**src/rtl/vrc_pkg.sv**
```systemverilog
// Shared types, fixed-point widths and helper functions of the volume ray compositor.
// Depends on nothing; imported by every other file of the block.
package vrc_pkg;

    localparam int FRAC_BITS     = 16;
    localparam int SEG_SHIFT     = FRAC_BITS + 4;
    localparam int WORD_W        = 24;
    localparam int TR_W          = 17;
    localparam int X_W           = 32;
    localparam int EXP_W         = 33;
    localparam int EXP_DEPTH_DEF = 256;

    localparam logic [TR_W-1:0]   TR_ONE   = 17'h10000;
    localparam logic [WORD_W-1:0] WORD_MAX = 24'hFFFFFF;

    typedef struct packed {
        logic load;
        logic upd_a;
        logic upd_b;
        logic upd_c;
        logic kill;
        logic clear;
    } t_lane_ctl;

    typedef struct packed {
        logic decide;
        logic clear;
    } t_merge_ctl;

    // Entry idx of the exp(-x) table, Q1.32; dq is the segment width in Q0.32.
    function automatic logic [EXP_W-1:0] exp_entry(input logic [63:0] dq, input int idx);
        logic [63:0] term;
        logic [63:0] r;
        logic [63:0] e;
        term = 64'd1 << 32;
        r    = term;
        for (int n = 1; n <= 12; n++) begin
            term = ((term * dq) >> 32) / 64'(n);
            if (n % 2 == 1) begin
                r = r - term;
            end else begin
                r = r + term;
            end
        end
        e = 64'd1 << 32;
        for (int i = 1; i <= idx; i++) begin
            e = (e * r + (64'd1 << 31)) >> 32;
        end
        return e[EXP_W-1:0];
    endfunction

    function automatic logic [TR_W-1:0] mul_tr(input logic [TR_W-1:0] a,
                                               input logic [TR_W-1:0] b);
        logic [34:0] p;
        p = 35'(a) * 35'(b) + 35'd32768;
        return p[32:16];
    endfunction

    // (1-t)*a + t*b, rounded half up
    function automatic logic [TR_W-1:0] mix_tr(input logic [TR_W-1:0] a,
                                               input logic [TR_W-1:0] b,
                                               input logic [TR_W-1:0] t);
        logic [34:0] p;
        p = 35'(TR_ONE - t) * 35'(a) + 35'(t) * 35'(b) + 35'd32768;
        return p[32:16];
    endfunction

endpackage

```
**src/rtl/vrc_merge.sv**
```systemverilog
// Merge stage: largest view transmittance across lanes and the early-stop decision.
// Depends on vrc_pkg for widths and the control struct.
module vrc_merge import vrc_pkg::*; (
    input  logic                 i_clk,
    input  logic                 i_rst_n,
    input  t_merge_ctl           i_ctl,
    input  logic [2:0][TR_W-1:0] i_view,
    input  logic                 i_es_en,
    input  logic [TR_W-1:0]      i_es_thr,
    output logic                 o_kill,
    output logic                 o_stopped
);

    logic [TR_W-1:0] w_max01;
    logic [TR_W-1:0] w_max;
    logic            r_stopped;

    always_comb begin
        w_max01 = (i_view[1] > i_view[0]) ? i_view[1] : i_view[0];
        w_max   = (i_view[2] > w_max01) ? i_view[2] : w_max01;
        o_kill  = i_ctl.decide && i_es_en && (w_max < i_es_thr);
    end

    always_ff @(posedge i_clk) begin
        if (!i_rst_n || i_ctl.clear) begin
            r_stopped <= 1'b0;
        end else if (o_kill) begin
            r_stopped <= 1'b1;
        end
    end

    assign o_stopped = r_stopped;

endmodule

```
**config.mk**
```make
export PLATFORM = sky130hd
export DESIGN_NAME = vrc_merge
export DESIGN_NICKNAME = d
export VERILOG_FILES = /design/src/rtl/vrc_pkg.sv /design/src/rtl/vrc_merge.sv
export SDC_FILE = /design/constraint.sdc
export NUM_CORES = 1
export LEC_CHECK = 0
export BUFFER_PORTS_ARGS = -buffer_cell sky130_fd_sc_hd__buf_2
export CORE_MARGIN = 3
export CORE_UTILIZATION = 43
export CTS_CLUSTER_SIZE = 16
export DETAILED_ROUTE_END_ITERATION = 8
export GPL_TIMING_DRIVEN = 1
export PLACE_DENSITY = 0.85
export SKIP_CTS_REPAIR_TIMING = 1
export SYNTH_ARGS = -nofsm -noshare
export SYNTH_HDL_FRONTEND = slang
export SYNTH_SLANG_ARGS = --single-unit
```
**constraint.sdc**
```tcl
create_clock -name i_clk -period 9.1 [get_ports i_clk]
set_input_delay 0.91 -clock i_clk [delete_from_list [all_inputs] [get_ports i_clk]]
set_output_delay 0.91 -clock i_clk [all_outputs]
set_load 0.05 [all_outputs]
```
# Word-level counts from Yosys, hierarchy flattened
# Index checks and enable logic that the tools add are counted.
[word_totals]
regBits = 1
latchBits = 0
mem_bits_rw = 0
mem_bits_ro = 0
in_bits = 73
output_inout_bits = 2
elab_cells = 10
memories = 0
[classes]
add_sub_neg = 0
multipliers = 0
n_div = 0
magnitude_cmp = 3
n_eq_ne = 0
n_shift = 0
muxes = 2
n_bitwise = 0
n_reduce_logical = 4
[op_table]
columns = ["op", "n"]
rows = [
  ["> comparator 17 bit", 2],
  ["two-way mux 17 bit", 2],
  ["< comparator 17 bit", 1],
  ["logical AND 1 bit", 2],
  ["zero test 1 bit", 1],
  ["logical OR 1 bit", 1],
]

# Depth between registers and ports, before layout
# Gate-level depths: netlist of run 1.
[logic_depth]
depth_word = 6
ltp_mapped = 25
mapped_depth_nobuf = 23

# Worst setup path before layout of run 1
# OpenSTA, ideal clock, no wires.
[synth_path]
path_type = "input -> output"
from = "input port i_view[6] (netlist name)"
to = "output port o_kill"
t_arrival_ns = 5.765
required_time_ns = 8.190
slack_ns = 2.425
cell_stages = 23
n_path_buf = 2
cell_sequence = "inv_1 > ha_1 > a21o_1 > a221o_1 > nand2_1 > nand3_2 > o21ai_4 > buf_12 > mux2i_2 > ha_1 > a21o_1 > a21oi_1 > o211ai_1 > o31ai_4 > buf_2 > a21oi_2 > ha_1 > and4_1 > a221o_1 > a211oi_2 > and3_1 > o2111ai_1 > nand2_1"
[synth_between]
elab_chain_cells = 6
[synth_rtl]
columns = ["item", "line_no", "rtl"]
rows = [
  ["start, declared", "vrc_merge.sv:7", "input logic [2:0][TR_W-1:0] i_view,"],
  ["> comparator 17 bit", "vrc_merge.sv:19", "w_max01 = (i_view[1] > i_view[0]) ? i_view[1] : i_view[0];"],
  ["two-way mux 17 bit (*)", "vrc_merge.sv:19", ""],
  ["> comparator 17 bit", "vrc_merge.sv:20", "w_max = (i_view[2] > w_max01) ? i_view[2] : w_max01;"],
  ["two-way mux 17 bit (*)", "vrc_merge.sv:20", ""],
  ["< comparator 17 bit (*)", "vrc_merge.sv:21", "o_kill = i_ctl.decide && i_es_en && (w_max < i_es_thr);"],
  ["logical AND 1 bit (*)", "vrc_merge.sv:21", ""],
  ["end, declared", "vrc_merge.sv:10", "output logic o_kill,"],
]
# Mark *: on every way between the ends. The rest lies on a longest branch, timed or not.

# Worst setup path in the final report of run 1
# Ends and elaborated chain as after synthesis.

==> impl_metrics.py, run 1 <==
metrics = {
    "status": {
        "status": "finished clean",
    },
    "floorplan": {
        "die_w_um": 70.5,
        "start_util_pct": 46.7,
        "die_area_mm2": 0.00496,
        "core-area_mm2": 0.00383,
        "row_count": 22,
        "ios": 75,
        "die_height_um": 70.5,
    },
    "synth": {
        "synthArstFlopShare_pct": 0,
        "syn-mean-instance-area_um2": 7.77,
        "post_synth_inst_count": 230,
        "ys_seq_area_share_pct": 1.12,
        "ys_warn_count": 0,
        "syn_area_mm2": 0.00179,
        "synth_ff_type": "dfxtp_1",
        "synth_edf_count": 0,
        "synthesis.nets": 353,
        "synth_cell_types": 43,
        "ys_ff_latch": 1,
    },
    "critical_path": {
        "worstSetupEndpointType": "output port",
        "crit_end": "o_kill",
        "r2r_slack_ns": 8.48,
        "crit_path_max_fanout": 18,
        "cp_common_cell": "ha_1",
        "worstSetupPathType": "input pin to output port",
        "startpoint": "i_view[6]",
        "cpMaxStageDelayCell": "o31ai_4",
        "critPathRequiredTime_ns": 8.19,
        "r2r-end": "o_stopped",
        "worst-r2r-cell-count": 2,
        "r2r-start": "o_stopped",
        "crit_arrival_ns": 6.72,
        "cp_slowest_stage_delay_ns": 0.69,
        "cp-start-kind": "input pin",
    },
    "finish": {
        "areaGrowthSynthToFinish_pct": 21.9,
        "finalInstanceArea_mm2": 0.00218,
        "n_fill_cell": 368,
        "post-route-util_pct": 56.9,
        "nets": 426,
        "drive_gt1_share_pct": 33.6,
        "diodes": 0,
        "largest_register_ffs": 1,
    },
    "sta": {
        "fin_hold_ws_ns": 0.453,
        "setup_viol": 0,
        "tightestPinTransition_ns": 0.830,
        "slew_viol_final": 0,
        "finClkSkew_ns": 0,
        "rsz0062_at_grt": "false",
        "setup_tns_ns": 0,
        "fmax_ghz": 0.131,
        "hold_viol": 0,
        "fin_crit_sh_pct": 83.9,
        "relSlewSlack_pct": 44.4,
        "fin_crit_ns": 7.63,
    },
    "route": {
        "drtPass1Iterations": 4,
        "ant_nets": 0,
        "routed_wirelength_um": 4450,
        "viasPerCell": 5.31,
        "first_iter_violations": 67,
        "vias": 1852,
        "wl_per_cell_um": 12.8,
        "drcViolationCount": 0,
    },
    "power": {
        "clkPwrFrac_pct": 0,
        "p_int_uw": 87.1,
        "p_leak_uw": 0.00124,
        "p_per_area_mw_per_mm2": 86.4,
        "comb_power_share_pct": 97.4,
        "p_switching_uw": 101,
        "seq_power_share_pct": 2.6,
        "ir_worst_vdd_mv": 0.0476,
        "p_sw_share_pct": 53.7,
    },
    "place": {
        "place_area_mm2": 0.00218,
        "portBuffers": 74,
        "dp_hpwl_um": 4120,
        "routabilityCongestion": 0.889,
    },
    "global_route": {
        "grt_pass1_vias": 1881,
        "grt.overflow.total": 0,
        "grt_usage_pct": 17.6,
        "grt_pass1_wl_um": 7570,
        "grt_max_degree": 19,
        "grt_antenna_before_repair": 0,
    },
    "flow_run": {
        "cap_violations": 0,
    },
    "hold_path": {
        "hold_path.class": "flip-flop to flip-flop",
    },
    "cts": {
        "clock_latency_ns": 0,
        "clk_pin_slew_worst_paths_ns": 0,
    },
}
-- area by class of cell --
cell class              count  area [µm²]  share of cell area, %
multi-input cells         185        1570                   72.1
repair buffers             75         378                   17.3
inverters                  40         150                   6.89
flip-flops and latches      1        20.0                  0.919
well taps                  48        60.1                   2.76
-- worst min path at each step --
| stage | startpoint | to | slack (ns) | depth (start not counted) |
|---|---|---|---|---|
| final | o_stopped | o_stopped | 0.45 | 2 |
| after global routing | o_stopped | o_stopped | 0.49 | 2 |
| after floorplan | o_stopped | o_stopped | 0.68 | 2 |
| after global placement | o_stopped | o_stopped | 0.45 | 2 |
| after detailed placement | o_stopped | o_stopped | 0.46 | 2 |
| after CTS | o_stopped | o_stopped | 0.46 | 2 |
-- placed cells by master, fill, tap and decap left out, types with 3 or more instances in the layout --
master   count
and4_1       3
inv_1       40
ha_1        50
a21oi_1     19
buf_2       74
mux2i_2      9
o21a_1       4
a21oi_2      9
nand4_1      7
o21ai_0      5
nor2_1      22
nand3_1      8
mux2i_1      8
nand2_1      8
a21o_1       3
-- kinds of logic after synthesis --
| kind of cell | after synthesis | share of synthesized area, % |
|---|---|---|
| AO/OA/AOI/OAI | 58 | 24.4 |
| multiplexers | 17 | 11.4 |
| adder cells (fa/ha/maj) | 50 | 35.0 |
| buffers and inverters | 44 | 11.0 |
| flip-flops | 1 | 1.12 |
| AND/OR/NAND/NOR | 60 | 17.0 |
-- power groups by stage --
| stage | clock (µW) | sequential, µW | combinational [µW] |
|---|---|---|---|
| after global routing | 0 | 4.95 | 208 |
| after floorplan | 0 | 6.03 | 139 |
| after CTS | 0 | 4.93 | 183 |
| final | 0 | 4.92 | 183 |
| after global placement | 0 | 4.91 | 177 |
| after detailed placement | 0 | 4.93 | 182 |
-- routing by layer --
layer	vias to the layer above	GRT usage (%)	routed length, µm
li1	975	-	-
met5	-	0	0
met4	0	1.06	0
met3	0	1.58	319
met2	57	33.1	2200
met1	820	22.4	1930
-- cells in the mapped netlist, types with 2 or more instances --
cell | n | area [µm²]
and4_1 | 3 | 26.3
a221o_1 | 2 | 20.0
a211oi_1 | 2 | 15.0
a21o_1 | 3 | 22.5
nor3_1 | 2 | 10.0
mux2i_1 | 8 | 80.1
o21a_1 | 4 | 30.0
nand3_1 | 8 | 40.0
nand2_1 | 8 | 30.0
inv_1 | 40 | 150
nor4_1 | 2 | 12.5
ha_1 | 50 | 626
nor2_1 | 22 | 82.6
o211ai_1 | 2 | 15.0
o21ai_0 | 5 | 25.0
nand2b_1 | 2 | 12.5
a21oi_1 | 19 | 95.1
nand4_1 | 7 | 43.8
a21oi_2 | 9 | 78.8
mux2i_2 | 9 | 124
-- stage by stage --
stage | total power [µW] | setup WS, ns | instances
after CTS | 188 | 1.49 | 349
after global routing | 213 | 1.01 | 349
after detailed placement | 187 | 1.51 | 349
final | 188 | 1.47 | 349
after global placement | 182 | 1.64 | 349
after floorplan | 145 | 2.42 | 230
-- critical path, delay by kind of cell --
kind | cells | cell delay, ns
mux | 1 | 0.34
compound gates | 10 | 2.84
simple gates | 8 | 1.02
fa+ha+maj | 3 | 0.85
buf+inv | 4 | 0.73
Note: power is estimated with default switching activity, not from simulation.
==> run 2, diff against run 1 <==
Clock period 9.1 ns to 7.24 ns, I/O delays scaled along.
==> impl_metrics.py, run 2 (synthesized netlist as in run 1, its figures left out) <==
metrics = {
    "finish": {
        "drive_gt1_share_pct": 34.2,
        "instances_no_fill": 352,
        "final_common_cell": "buf_2",
        "nets": 429,
        "diodes": 0,
        "n_fill_cell": 354,
        "layout_common_cells": "74 x buf_2, 50 x ha_1, 40 x inv_1",
        "largest_register_ffs": 1,
        "areaGrowthSynthToFinish_pct": 23.2,
    },
    "sta": {
        "tightestPinTransition_ns": 0.317,
        "hold_viol": 0,
        "fin_crit_ns": 6.68,
        "fmax_ghz": 0.150,
        "worst_slack_ns": 0.556,
        "slew_viol_final": 0,
        "finClkSkew_ns": 0,
        "fin_hold_ws_ns": 0.456,
        "setup_tns_ns": 0,
        "fin_crit_sh_pct": 92.3,
        "relSlewSlack_pct": 78.7,
        "setup_viol": 0,
        "rsz0062_at_grt": "false",
    },
    "floorplan": {
        "die_w_um": 70.5,
        "core-area_mm2": 0.00383,
        "ios": 75,
        "start_util_pct": 46.7,
        "die_height_um": 70.5,
        "row_count": 22,
        "die_area_mm2": 0.00496,
    },
    "global_route": {
        "grt_pass1_vias": 1781,
        "gr-max-usage-layer": "met2",
        "grt_usage_pct": 17.1,
        "met2_usage_pct": 31.3,
        "grt_antenna_before_repair": 0,
        "grt_max_degree": 19,
        "use_met3_pct": 2.01,
        "grt.overflow.total": 0,
        "grt_pass1_wl_um": 7310,
        "grtUsageMet1_pct": 22.4,
    },
    "route": {
        "ant_nets": 0,
        "vias": 1848,
        "drtPass1Iterations": 4,
        "drcViolationCount": 0,
        "wl_per_cell_um": 12.5,
        "viasPerCell": 5.25,
        "routed_wirelength_um": 4400,
        "first_iter_violations": 45,
    },
    "power": {
        "comb_power_share_pct": 97.4,
        "finalPower_uw": 242,
        "p_switching_uw": 129,
        "ir_worst_vdd_mv": 0.0512,
        "p_leak_uw": 0.00126,
        "clkPwrFrac_pct": 0,
        "p_sw_share_pct": 53.4,
        "p_per_area_mw_per_mm2": 110,
        "seq_power_share_pct": 2.6,
        "p_int_uw": 113,
    },
    "place": {
        "dp_hpwl_um": 4060,
        "portBuffers": 74,
        "dp.cells": 352,
        "place_ws_ns": 0.576,
        "routabilityCongestion": 0.877,
    },
    "critical_path": {
        "cp_common_cell": "ha_1",
        "cp-start-kind": "input pin",
        "worstSetupPathType": "input pin to output port",
        "cp_slowest_stage_delay_ns": 0.40,
        "crit_arrival_ns": 5.96,
        "crit_path_max_fanout": 16,
        "worstSetupEndpointType": "output port",
        "cp_num_buf_inv": 5,
        "cpLargestDelayFamily": "compound AO/OA/AOI/OAI gates",
        "critPathRequiredTime_ns": 6.52,
        "cpMaxStageDelayCell": "a221o_1",
    },
    "cts": {
        "clk_pin_slew_worst_paths_ns": 0,
        "clock_latency_ns": 0,
    },
    "status": {
        "status": "finished clean",
    },
    "hold_path": {
        "hold_path.class": "flip-flop to flip-flop",
    },
    "flow_run": {
        "cap_violations": 0,
    },
}
run 2: final timing paths:
kind	from	end	slack, ns	depth (start not counted)
hold / removal	o_stopped	o_stopped	0.46	2
setup reg to reg	o_stopped	o_stopped	6.61	2
setup / recovery	i_view[12]	o_kill	0.56	26
hold reg to reg	o_stopped	o_stopped	0.46	2
run 2: final cells by class:
type / count / area, µm² / area share, %
Tap cell: 48 / 60.1 / 2.73
Sequential cell: 1 / 20.0 / 0.910
Multi-Input combinational cell: 185 / 1570 / 71.3
Timing Repair Buffer: 78 / 400 / 18.2
Inverter: 40 / 150 / 6.82
run 2: metal layers:
metal	up-vias	part of all wire, %
met4	0	0.16
met2	48	48
met3	2	6.0
met5	-	0
met1	818	46
li1	980	-
run 2: metrics by stage:
stage	utilization, %	cell area (µm²)
global placement	57.5	2200
CTS	57.5	2200
floorplan	-	1790
global route	57.5	2200
finish	57.5	2200
detailed placement	57.5	2200
run 2: power by group through the flow:
stage	registers, µW	clock network, µW	logic (µW)
after floorplan	7.58	0	174
after global placement	6.16	0	229
after detailed placement	6.20	0	235
after CTS	6.20	0	236
after global routing	6.25	0	266
final	6.18	0	236
run 2: tightest hold or removal path, cell delays in order (launching register included):
cell and delay, ns:
dfxtp_1 0.28, inv_1 0.05, a311oi_1 0.07
